<file path="config.mk">
export PLATFORM = sky130hd
export DESIGN_NAME = serial_frame_deframer_top_flat
export DESIGN_NICKNAME = d
export VERILOG_FILES = /design/src/rtl/core/sfd_pkg.sv /design/src/rtl/core/sfd_in_if.sv /design/src/rtl/core/sfd_out_if.sv /design/src/rtl/core/serial_frame_deframer_top.sv /design/src/flat_wrapper.sv
export SDC_FILE = /design/constraint.sdc
export NUM_CORES = 1
export LEC_CHECK = 0
export BUFFER_PORTS_ARGS = -buffer_cell sky130_fd_sc_hd__buf_2
export CORE_MARGIN = 2
export CORE_UTILIZATION = 51
export CTS_CLUSTER_DIAMETER = 150
export DETAILED_ROUTE_END_ITERATION = 10
export PLACE_DENSITY = 0.75
export SLEW_MARGIN = 10
export SYNTH_ARGS = -nofsm -noshare
export SYNTH_HDL_FRONTEND = slang
export SYNTH_SLANG_ARGS = --single-unit
</file>
<file path="constraint.sdc">
create_clock -name clk -period 6.4 [get_ports clk]
set_input_delay 0.96 -clock clk [delete_from_list [all_inputs] [get_ports clk]]
set_output_delay 0.96 -clock clk [all_outputs]
set_load 0.02 [all_outputs]
</file>
<file path="src/rtl/core/sfd_pkg.sv">
// Shared widths, register indexes and reset values of the serial frame deframer.
`timescale 1ns / 1ps

package sfd_pkg;

    localparam int ByteWidth   = 8;
    localparam int WordWidth   = 32;
    localparam int WordCount   = 4;
    localparam int BytesInWord = WordWidth / ByteWidth;
    localparam int CountWidth  = 5;
    localparam int CfgIdxWidth = 3;
    localparam int CfgDataWidth = ByteWidth;

    localparam logic [CountWidth-1:0] LongPayload  = CountWidth'(16);
    localparam logic [CountWidth-1:0] ShortPayload = CountWidth'(8);

    localparam logic [CfgIdxWidth-1:0] CfgFrameKind  = CfgIdxWidth'(0);
    localparam logic [CfgIdxWidth-1:0] CfgHeadFirst  = CfgIdxWidth'(1);
    localparam logic [CfgIdxWidth-1:0] CfgHeadSecond = CfgIdxWidth'(2);
    localparam logic [CfgIdxWidth-1:0] CfgTailFirst  = CfgIdxWidth'(3);
    localparam logic [CfgIdxWidth-1:0] CfgTailSecond = CfgIdxWidth'(4);

    localparam logic [ByteWidth-1:0] HeadFirstReset  = 8'd73;
    localparam logic [ByteWidth-1:0] HeadSecondReset = 8'd82;
    localparam logic [ByteWidth-1:0] TailFirstReset  = 8'd79;
    localparam logic [ByteWidth-1:0] TailSecondReset = 8'd78;

    localparam logic StatusOk      = 1'b0;
    localparam logic StatusBadTail = 1'b1;
    localparam logic KindLong      = 1'b0;

endpackage

</file>
<file path="src/rtl/core/sfd_in_if.sv">
// Valid/ready channel that carries one received byte per item.
`timescale 1ns / 1ps

interface sfd_in_if;
    import sfd_pkg::*;

    logic                 valid;
    logic                 ready;
    logic [ByteWidth-1:0] rx_byte;

    modport source (output valid, output rx_byte, input ready);
    modport sink (input valid, input rx_byte, output ready);
endinterface

</file>
<file path="src/rtl/core/sfd_out_if.sv">
// Valid/ready channel that carries one decoded frame per item.
`timescale 1ns / 1ps

interface sfd_out_if;
    import sfd_pkg::*;

    logic                 valid;
    logic                 ready;
    logic                 frame_status;
    logic                 enemy_colour;
    logic [1:0]           aim_target;
    logic [2:0]           tactic_number;
    logic [WordWidth-1:0] word_a;
    logic [WordWidth-1:0] word_b;
    logic [WordWidth-1:0] word_c;
    logic [WordWidth-1:0] word_d;

    modport source (
        output valid, output frame_status, output enemy_colour, output aim_target,
        output tactic_number, output word_a, output word_b, output word_c,
        output word_d, input ready
    );
    modport sink (
        input valid, input frame_status, input enemy_colour, input aim_target,
        input tactic_number, input word_a, input word_b, input word_c,
        input word_d, output ready
    );
endinterface

</file>
<file path="src/rtl/core/serial_frame_deframer_top.sv">
// Serial frame deframer: header hunt, payload collection, tail check and frame output.
//
//   Channel   Direction  Item
//   rx_item   in         one received link byte
//   res_item  out        one decoded frame with tail status
//   cfg_*     in         register write, no handshake
//
// Each byte passes an input register, then the frame state machine, and a frame
// lands in the result register after its second tail byte; throughput is one byte
// per cycle except while a byte stalls in the input register as below.
// A byte stalls in the input register only when it closes a frame while the
// result register still holds an untaken frame.
// Reset clears the state machine and loads the default header and tail bytes.
`timescale 1ns / 1ps

module serial_frame_deframer_top (
    input  logic                             clk,
    input  logic                             rst_n,
    sfd_in_if.sink                           rx_item,
    sfd_out_if.source                        res_item,
    input  logic                             cfg_we,
    input  logic [sfd_pkg::CfgIdxWidth-1:0]  cfg_index,
    input  logic [sfd_pkg::CfgDataWidth-1:0] cfg_data
);
    import sfd_pkg::*;

    typedef enum logic [2:0] {
        PH_HUNT1     = 3'd0,
        PH_HUNT2     = 3'd1,
        PH_MODE      = 3'd2,
        PH_PAYLOAD   = 3'd3,
        PH_TAIL1     = 3'd4,
        PH_TAIL2_OK  = 3'd5,
        PH_TAIL2_BAD = 3'd6
    } phase_t;

    logic                 frame_kind_reg;
    logic [ByteWidth-1:0] head_first_reg;
    logic [ByteWidth-1:0] head_second_reg;
    logic [ByteWidth-1:0] tail_first_reg;
    logic [ByteWidth-1:0] tail_second_reg;

    logic                 in_valid_reg;
    logic [ByteWidth-1:0] in_byte_reg;

    phase_t                phase_reg, phase_next;
    logic [CountWidth-1:0] count_reg, count_next;
    logic [ByteWidth-1:0]  mode_reg, mode_next;
    logic [WordCount-1:0][BytesInWord-1:0][ByteWidth-1:0] word_reg;

    logic                 out_valid_reg;
    logic                 status_reg;
    logic                 colour_reg;
    logic [1:0]           target_reg;
    logic [2:0]           tactic_reg;
    logic [WordWidth-1:0] word_a_reg, word_b_reg, word_c_reg, word_d_reg;

    logic                  is_tail2;
    logic                  stall;
    logic                  advance;
    logic                  emit;
    logic                  bad_tail;
    logic                  word_we;
    logic                  is_long;
    logic [CountWidth-1:0] count_inc;
    logic [CountWidth-1:0] payload_len;

    always_ff @(posedge clk or negedge rst_n)
    begin
        if (!rst_n)
        begin
            frame_kind_reg  <= KindLong;
            head_first_reg  <= HeadFirstReset;
            head_second_reg <= HeadSecondReset;
            tail_first_reg  <= TailFirstReset;
            tail_second_reg <= TailSecondReset;
        end
        else if (cfg_we)
        begin
            unique case (cfg_index)
                CfgFrameKind:  frame_kind_reg  <= cfg_data[0];
                CfgHeadFirst:  head_first_reg  <= cfg_data;
                CfgHeadSecond: head_second_reg <= cfg_data;
                CfgTailFirst:  tail_first_reg  <= cfg_data;
                CfgTailSecond: tail_second_reg <= cfg_data;
                default:       ;
            endcase
        end
    end

    assign is_tail2 = (phase_reg == PH_TAIL2_OK) || (phase_reg == PH_TAIL2_BAD);
    assign stall    = in_valid_reg && is_tail2 && out_valid_reg && !res_item.ready;
    assign advance  = in_valid_reg && !stall;
    assign rx_item.ready = !in_valid_reg || advance;

    always_ff @(posedge clk or negedge rst_n)
    begin
        if (!rst_n)
        begin
            in_valid_reg <= 1'b0;
        end
        else if (rx_item.ready)
        begin
            in_valid_reg <= rx_item.valid;
        end
    end

    always_ff @(posedge clk)
    begin
        if (rx_item.valid && rx_item.ready)
        begin
            in_byte_reg <= rx_item.rx_byte;
        end
    end

    assign is_long     = (frame_kind_reg == KindLong);
    assign payload_len = is_long ? LongPayload : ShortPayload;
    assign count_inc   = count_reg + CountWidth'(1);

    always_comb
    begin
        phase_next = phase_reg;
        count_next = count_reg;
        mode_next  = mode_reg;
        emit       = 1'b0;
        bad_tail   = 1'b0;
        word_we    = 1'b0;
        unique case (phase_reg)
            PH_HUNT2:
            begin
                if (in_byte_reg == head_second_reg)
                begin
                    count_next = '0;
                    phase_next = is_long ? PH_MODE : PH_PAYLOAD;
                end
                else if (in_byte_reg != head_first_reg)
                begin
                    phase_next = PH_HUNT1;
                end
            end
            PH_MODE:
            begin
                mode_next  = in_byte_reg;
                count_next = '0;
                phase_next = PH_PAYLOAD;
            end
            PH_PAYLOAD:
            begin
                word_we    = 1'b1;
                count_next = count_inc;
                if (count_inc >= payload_len)
                begin
                    phase_next = PH_TAIL1;
                end
            end
            PH_TAIL1:
            begin
                phase_next = (in_byte_reg == tail_first_reg) ? PH_TAIL2_OK : PH_TAIL2_BAD;
            end
            PH_TAIL2_OK, PH_TAIL2_BAD:
            begin
                emit       = 1'b1;
                bad_tail   = (phase_reg == PH_TAIL2_BAD) || (in_byte_reg != tail_second_reg);
                phase_next = PH_HUNT1;
                count_next = '0;
            end
            default:
            begin
                phase_next = (in_byte_reg == head_first_reg) ? PH_HUNT2 : PH_HUNT1;
            end
        endcase
    end

    always_ff @(posedge clk or negedge rst_n)
    begin
        if (!rst_n)
        begin
            phase_reg     <= PH_HUNT1;
            count_reg     <= '0;
            mode_reg      <= '0;
            out_valid_reg <= 1'b0;
        end
        else
        begin
            if (advance)
            begin
                phase_reg <= phase_next;
                count_reg <= count_next;
                mode_reg  <= mode_next;
            end
            if (advance && emit)
            begin
                out_valid_reg <= 1'b1;
            end
            else if (res_item.ready)
            begin
                out_valid_reg <= 1'b0;
            end
        end
    end

    always_ff @(posedge clk)
    begin
        if (advance && word_we)
        begin
            word_reg[count_reg[3:2]][count_reg[1:0]] <= in_byte_reg;
        end
    end

    // The frame fields follow the frame kind in force when the last tail byte is seen.
    always_ff @(posedge clk)
    begin
        if (advance && emit)
        begin
            status_reg <= bad_tail ? StatusBadTail : StatusOk;
            colour_reg <= is_long ? mode_reg[0] : 1'b0;
            target_reg <= is_long ? mode_reg[2:1] : 2'b00;
            tactic_reg <= is_long ? mode_reg[5:3] : 3'b000;
            word_a_reg <= word_reg[0];
            word_b_reg <= word_reg[1];
            word_c_reg <= is_long ? word_reg[2] : '0;
            word_d_reg <= is_long ? word_reg[3] : '0;
        end
    end

    assign res_item.valid         = out_valid_reg;
    assign res_item.frame_status  = status_reg;
    assign res_item.enemy_colour  = colour_reg;
    assign res_item.aim_target    = target_reg;
    assign res_item.tactic_number = tactic_reg;
    assign res_item.word_a        = word_a_reg;
    assign res_item.word_b        = word_b_reg;
    assign res_item.word_c        = word_c_reg;
    assign res_item.word_d        = word_d_reg;

    a_count_bound : assert property (@(posedge clk) disable iff (!rst_n)
        count_reg <= LongPayload)
        else $error("Payload byte count ran past the long payload length.");

    a_emit_returns_to_hunt : assert property (@(posedge clk) disable iff (!rst_n)
        advance && is_tail2 |=> phase_reg == PH_HUNT1 && out_valid_reg)
        else $error("A closed frame did not reach the result register or resume hunting.");

    a_stall_holds_byte : assert property (@(posedge clk) disable iff (!rst_n)
        in_valid_reg && !advance |=> in_valid_reg && $stable(in_byte_reg)
                                     && $stable(phase_reg))
        else $error("A stalled byte was lost or the state moved while stalled.");

    a_result_source : assert property (@(posedge clk) disable iff (!rst_n)
        $rose(out_valid_reg) |-> $past(is_tail2 && advance))
        else $error("A frame appeared without a second tail byte.");

endmodule

</file>
<file path="src/flat_wrapper.sv">
// flat-port wrapper written by rule: the top's interface ports become plain ports
module serial_frame_deframer_top_flat import sfd_pkg::*;
  (clk, rst_n, cfg_we, cfg_index, cfg_data, rx_item_valid, rx_item_rx_byte, rx_item_ready, res_item_valid, res_item_frame_status, res_item_enemy_colour, res_item_aim_target, res_item_tactic_number, res_item_word_a, res_item_word_b, res_item_word_c, res_item_word_d, res_item_ready);
  sfd_in_if rx_item_i ();
  sfd_out_if res_item_i ();
  input  logic clk;
  input  logic rst_n;
  input  logic cfg_we;
  input  logic [sfd_pkg::CfgIdxWidth-1:0] cfg_index;
  input  logic [sfd_pkg::CfgDataWidth-1:0] cfg_data;
  input wire logic [$bits(rx_item_i.valid)-1:0] rx_item_valid;
  input wire logic [$bits(rx_item_i.rx_byte)-1:0] rx_item_rx_byte;
  output wire logic [$bits(rx_item_i.ready)-1:0] rx_item_ready;
  output wire logic [$bits(res_item_i.valid)-1:0] res_item_valid;
  output wire logic [$bits(res_item_i.frame_status)-1:0] res_item_frame_status;
  output wire logic [$bits(res_item_i.enemy_colour)-1:0] res_item_enemy_colour;
  output wire logic [$bits(res_item_i.aim_target)-1:0] res_item_aim_target;
  output wire logic [$bits(res_item_i.tactic_number)-1:0] res_item_tactic_number;
  output wire logic [$bits(res_item_i.word_a)-1:0] res_item_word_a;
  output wire logic [$bits(res_item_i.word_b)-1:0] res_item_word_b;
  output wire logic [$bits(res_item_i.word_c)-1:0] res_item_word_c;
  output wire logic [$bits(res_item_i.word_d)-1:0] res_item_word_d;
  input wire logic [$bits(res_item_i.ready)-1:0] res_item_ready;
  assign rx_item_i.valid = rx_item_valid;
  assign rx_item_i.rx_byte = rx_item_rx_byte;
  assign rx_item_ready = rx_item_i.ready;
  assign res_item_valid = res_item_i.valid;
  assign res_item_frame_status = res_item_i.frame_status;
  assign res_item_enemy_colour = res_item_i.enemy_colour;
  assign res_item_aim_target = res_item_i.aim_target;
  assign res_item_tactic_number = res_item_i.tactic_number;
  assign res_item_word_a = res_item_i.word_a;
  assign res_item_word_b = res_item_i.word_b;
  assign res_item_word_c = res_item_i.word_c;
  assign res_item_word_d = res_item_i.word_d;
  assign res_item_i.ready = res_item_ready;
  serial_frame_deframer_top u_core (.clk(clk), .rst_n(rst_n), .rx_item(rx_item_i), .res_item(res_item_i), .cfg_we(cfg_we), .cfg_index(cfg_index), .cfg_data(cfg_data));
endmodule
</file>
==> out/metrics.yaml <==
status: "complete, no violations"
hold_viol: 0
reg2reg_slack_ps: 3490
regArea_sq_um: 9390
ir_drop_uv: 221
holdBufCountCts: 0
nNetsFinal: 804
power.leakage_nw: 4.80
multi_input_area_sq_um: 1860
slew_headroom_pct: 19.2
synth.distinct_cells: 48
start_util_pct: 52.1
cts_buffer_depth: 3
design.core.area_sq_um: 21800
p_clk_share_pct: 33.2
io_pins: 161
worst_ep_required_time_ps: 5440
postRouteAntennaNets: 0
final_core_util_pct: 61.4
grt-busiest-layer: "met2"
grt_pass1_wl_um: 33100
finalWeightedCongestion: 0.843
use_met1_pct: 25.0
yosys.area.top_type: "edfxtp_1"
cts_sinks: 320
synth_most_common_cell: "edfxtp_1"
synthCells: 600
cap_viol_max_count: 0
cp-start-kind: "register"
setup_violations: 0
area_delta_synth_final_pct: 17.9
p_int_w: 0.00374
synth_ff_type: "edfxtp_1"
ys_seq_area_share_pct: 82.6
synth_area_leaders: "edfxtp_1, dfrtp_1, nor2b_1"
powerDensity_nw_per_um2: 376
drt_wl_total_um: 21200
pwr-share-comb_pct: 13.0
period_share_pct: 45.6
clk_latency_ps: 560
min_period_ps: 2920
grt_use_met2_pct: 31.0
drc: 0
postCtsSetupRepairBufs: 0
ctsResizeCount: 0
first_pass_iters: 5
dp_hpwl_um: 13400
fmax_mhz: 343
drt_iter0_drc: 551
synth_commonest_cells: "edfxtp_1, nor2b_1, mux2_2"
largest_reg_flops: 128
via_count: 5578
antenna_cells: 0
fillCellCount: 1511
power_switching_w: 0.00129
synth_edf_count: 271
vias_per_cell: 5.17
grt_max_degree: 74
cts_made_buffers: 31
synth_top_area_share_pct: 71.6
worst-slew-pin-transition_ps: 1210
swShare_pct: 25.7
drive_above_1_share_pct: 34.2
cp.arrival_ps: 1960
die-area_sq_um: 23500
synthesis.area_sq_um: 11400
port_buffers: 160
rsz0062_at_grt: "false"
yosysWarnings: 0
clock_skew_ps: 15.0
grt_pass1_vias: 5681
num_rows: 54
hp-start: "u_core.word_reg[43]$_DFFE_PP_"
worstSetupPathType: "reg -> out"
wl_per_cell_um: 19.6
antenna_found_initial: 0
crit_start: "u_core.phase_reg[1]$_DFFE_PN0P_"
p_seq_share_pct: 53.9
die_h_um: 153
syn_nets: 630
synth_seq_cells: 320
die_w_um: 153
cts_tree: "done"
hp-class: "reg -> reg"
cp_max_fo: 10
avgSynthCellArea_sq_um: 18.9
grt_util_met3_pct: 3.46
grt_util_all_layers_pct: 18.3
r2r-start: "u_core.phase_reg[1]$_DFFE_PN0P_"
async_flop_share_pct: 15.3
tns_ps: 0
gr-total-overflow: 0
cp-end-kind: "output port"
htreeDepth: 1
clock-root-buffer: "clkbuf_16"
slew_violations: 0
clkSlewWorstSetupHoldPaths_ps: 60
## cell families (layout without fill, tap and decap cells)
kind of cell    after synthesis  count (layout)  synth area share, %
flops                       320             320                 82.6
buf+inv                      29             228                 1.10
compound gates               28              28                 1.86
xor+xnor                     35              35                 2.70
mux                          38              38                 3.77
simple gates                144             144                 7.33
fa+ha+maj                     6               6                0.661
## metrics by stage
stage	instances	total power (W)	hold slack (ps)	area (sq um)	worst slack, ps
2_1_floorplan	600	0.00319	400	11400	1400
3_3_place_gp	1021	0.00337	403	12400	3360
4_1_cts	1079	0.00507	410	13400	3450
3_5_place_dp	1021	0.00341	405	12400	3210
5_1_grt	1079	0.00525	419	13400	3180
6_report	1079	0.00504	409	13400	3480
## area by class of cell
class / instances / area share (%)
clock buffer: 46 / 6.62
clock inverter: 12 / 0.514
inverter: 8 / 0.224
multi-input combinational: 251 / 13.9
sequential: 320 / 70.0
tap: 280 / 2.61
timing repair buffer: 162 / 6.09
## per-layer routing
| metal | wire length (um) | vias up |
|---|---|---|
| li1 | - | 2565 |
| met1 | 8870 | 2773 |
| met2 | 10600 | 206 |
| met3 | 1240 | 34 |
| met4 | 446 | 0 |
| met5 | 0 | - |
## final timing paths
path                                                    endpoint  cells past startpoint
min reg2reg                 u_core.res_item.word_b[11]$_DFFE_PP_                      0
min                         u_core.res_item.word_b[11]$_DFFE_PP_                      0
max reg2reg                 u_core.res_item.word_a[31]$_DFFE_PP_                      4
max in group asynchronous      u_core.frame_kind_reg$_DFFE_PN0P_                      1
min in group asynchronous  u_core.tail_second_reg[4]$_DFFE_PN0P_                      1
max                                                rx_item_ready                      5
## cells in the final DEF, fill, tap and decap left out, types with 3 or more instances in the layout
cell	netlist	final
a21oi_1	3	3
buf_2	10	160
clkbuf_1	10	10
clkbuf_16	0	32
clkbuf_8	0	3
clkinv_1	0	5
clkinv_2	0	6
dfrtp_1	34	33
dfstp_2	15	15
edfxtp_1	271	271
ha_1	6	6
inv_1	7	7
mux2_2	38	38
nand2_1	13	13
nand3_1	6	6
nand4_1	5	5
nor2_1	20	19
nor2_2	3	3
nor2b_1	73	73
nor3_1	6	6
o21ai_0	6	6
o21ai_1	3	3
xnor2_1	25	25
xor2_1	10	10
## worst max-delay path, cell delays in order (launching register included)
cell	delay [ps]
dfrtp_1	530
xor2_1	220
nand3_1	190
nor2_1	240
inv_1	70
buf_2	160
## power by group through the flow
stage	logic (W)	clock network [W]	registers, W
3_3_place_gp	0.000627	0	0.00274
2_1_floorplan	0.000371	0	0.00281
3_5_place_dp	0.000656	0	0.00276
5_1_grt	0.000717	0.00179	0.00274
4_1_cts	0.000661	0.00170	0.00272
6_report	0.000653	0.00167	0.00271
Note: power is estimated with default switching activity, not from simulation.
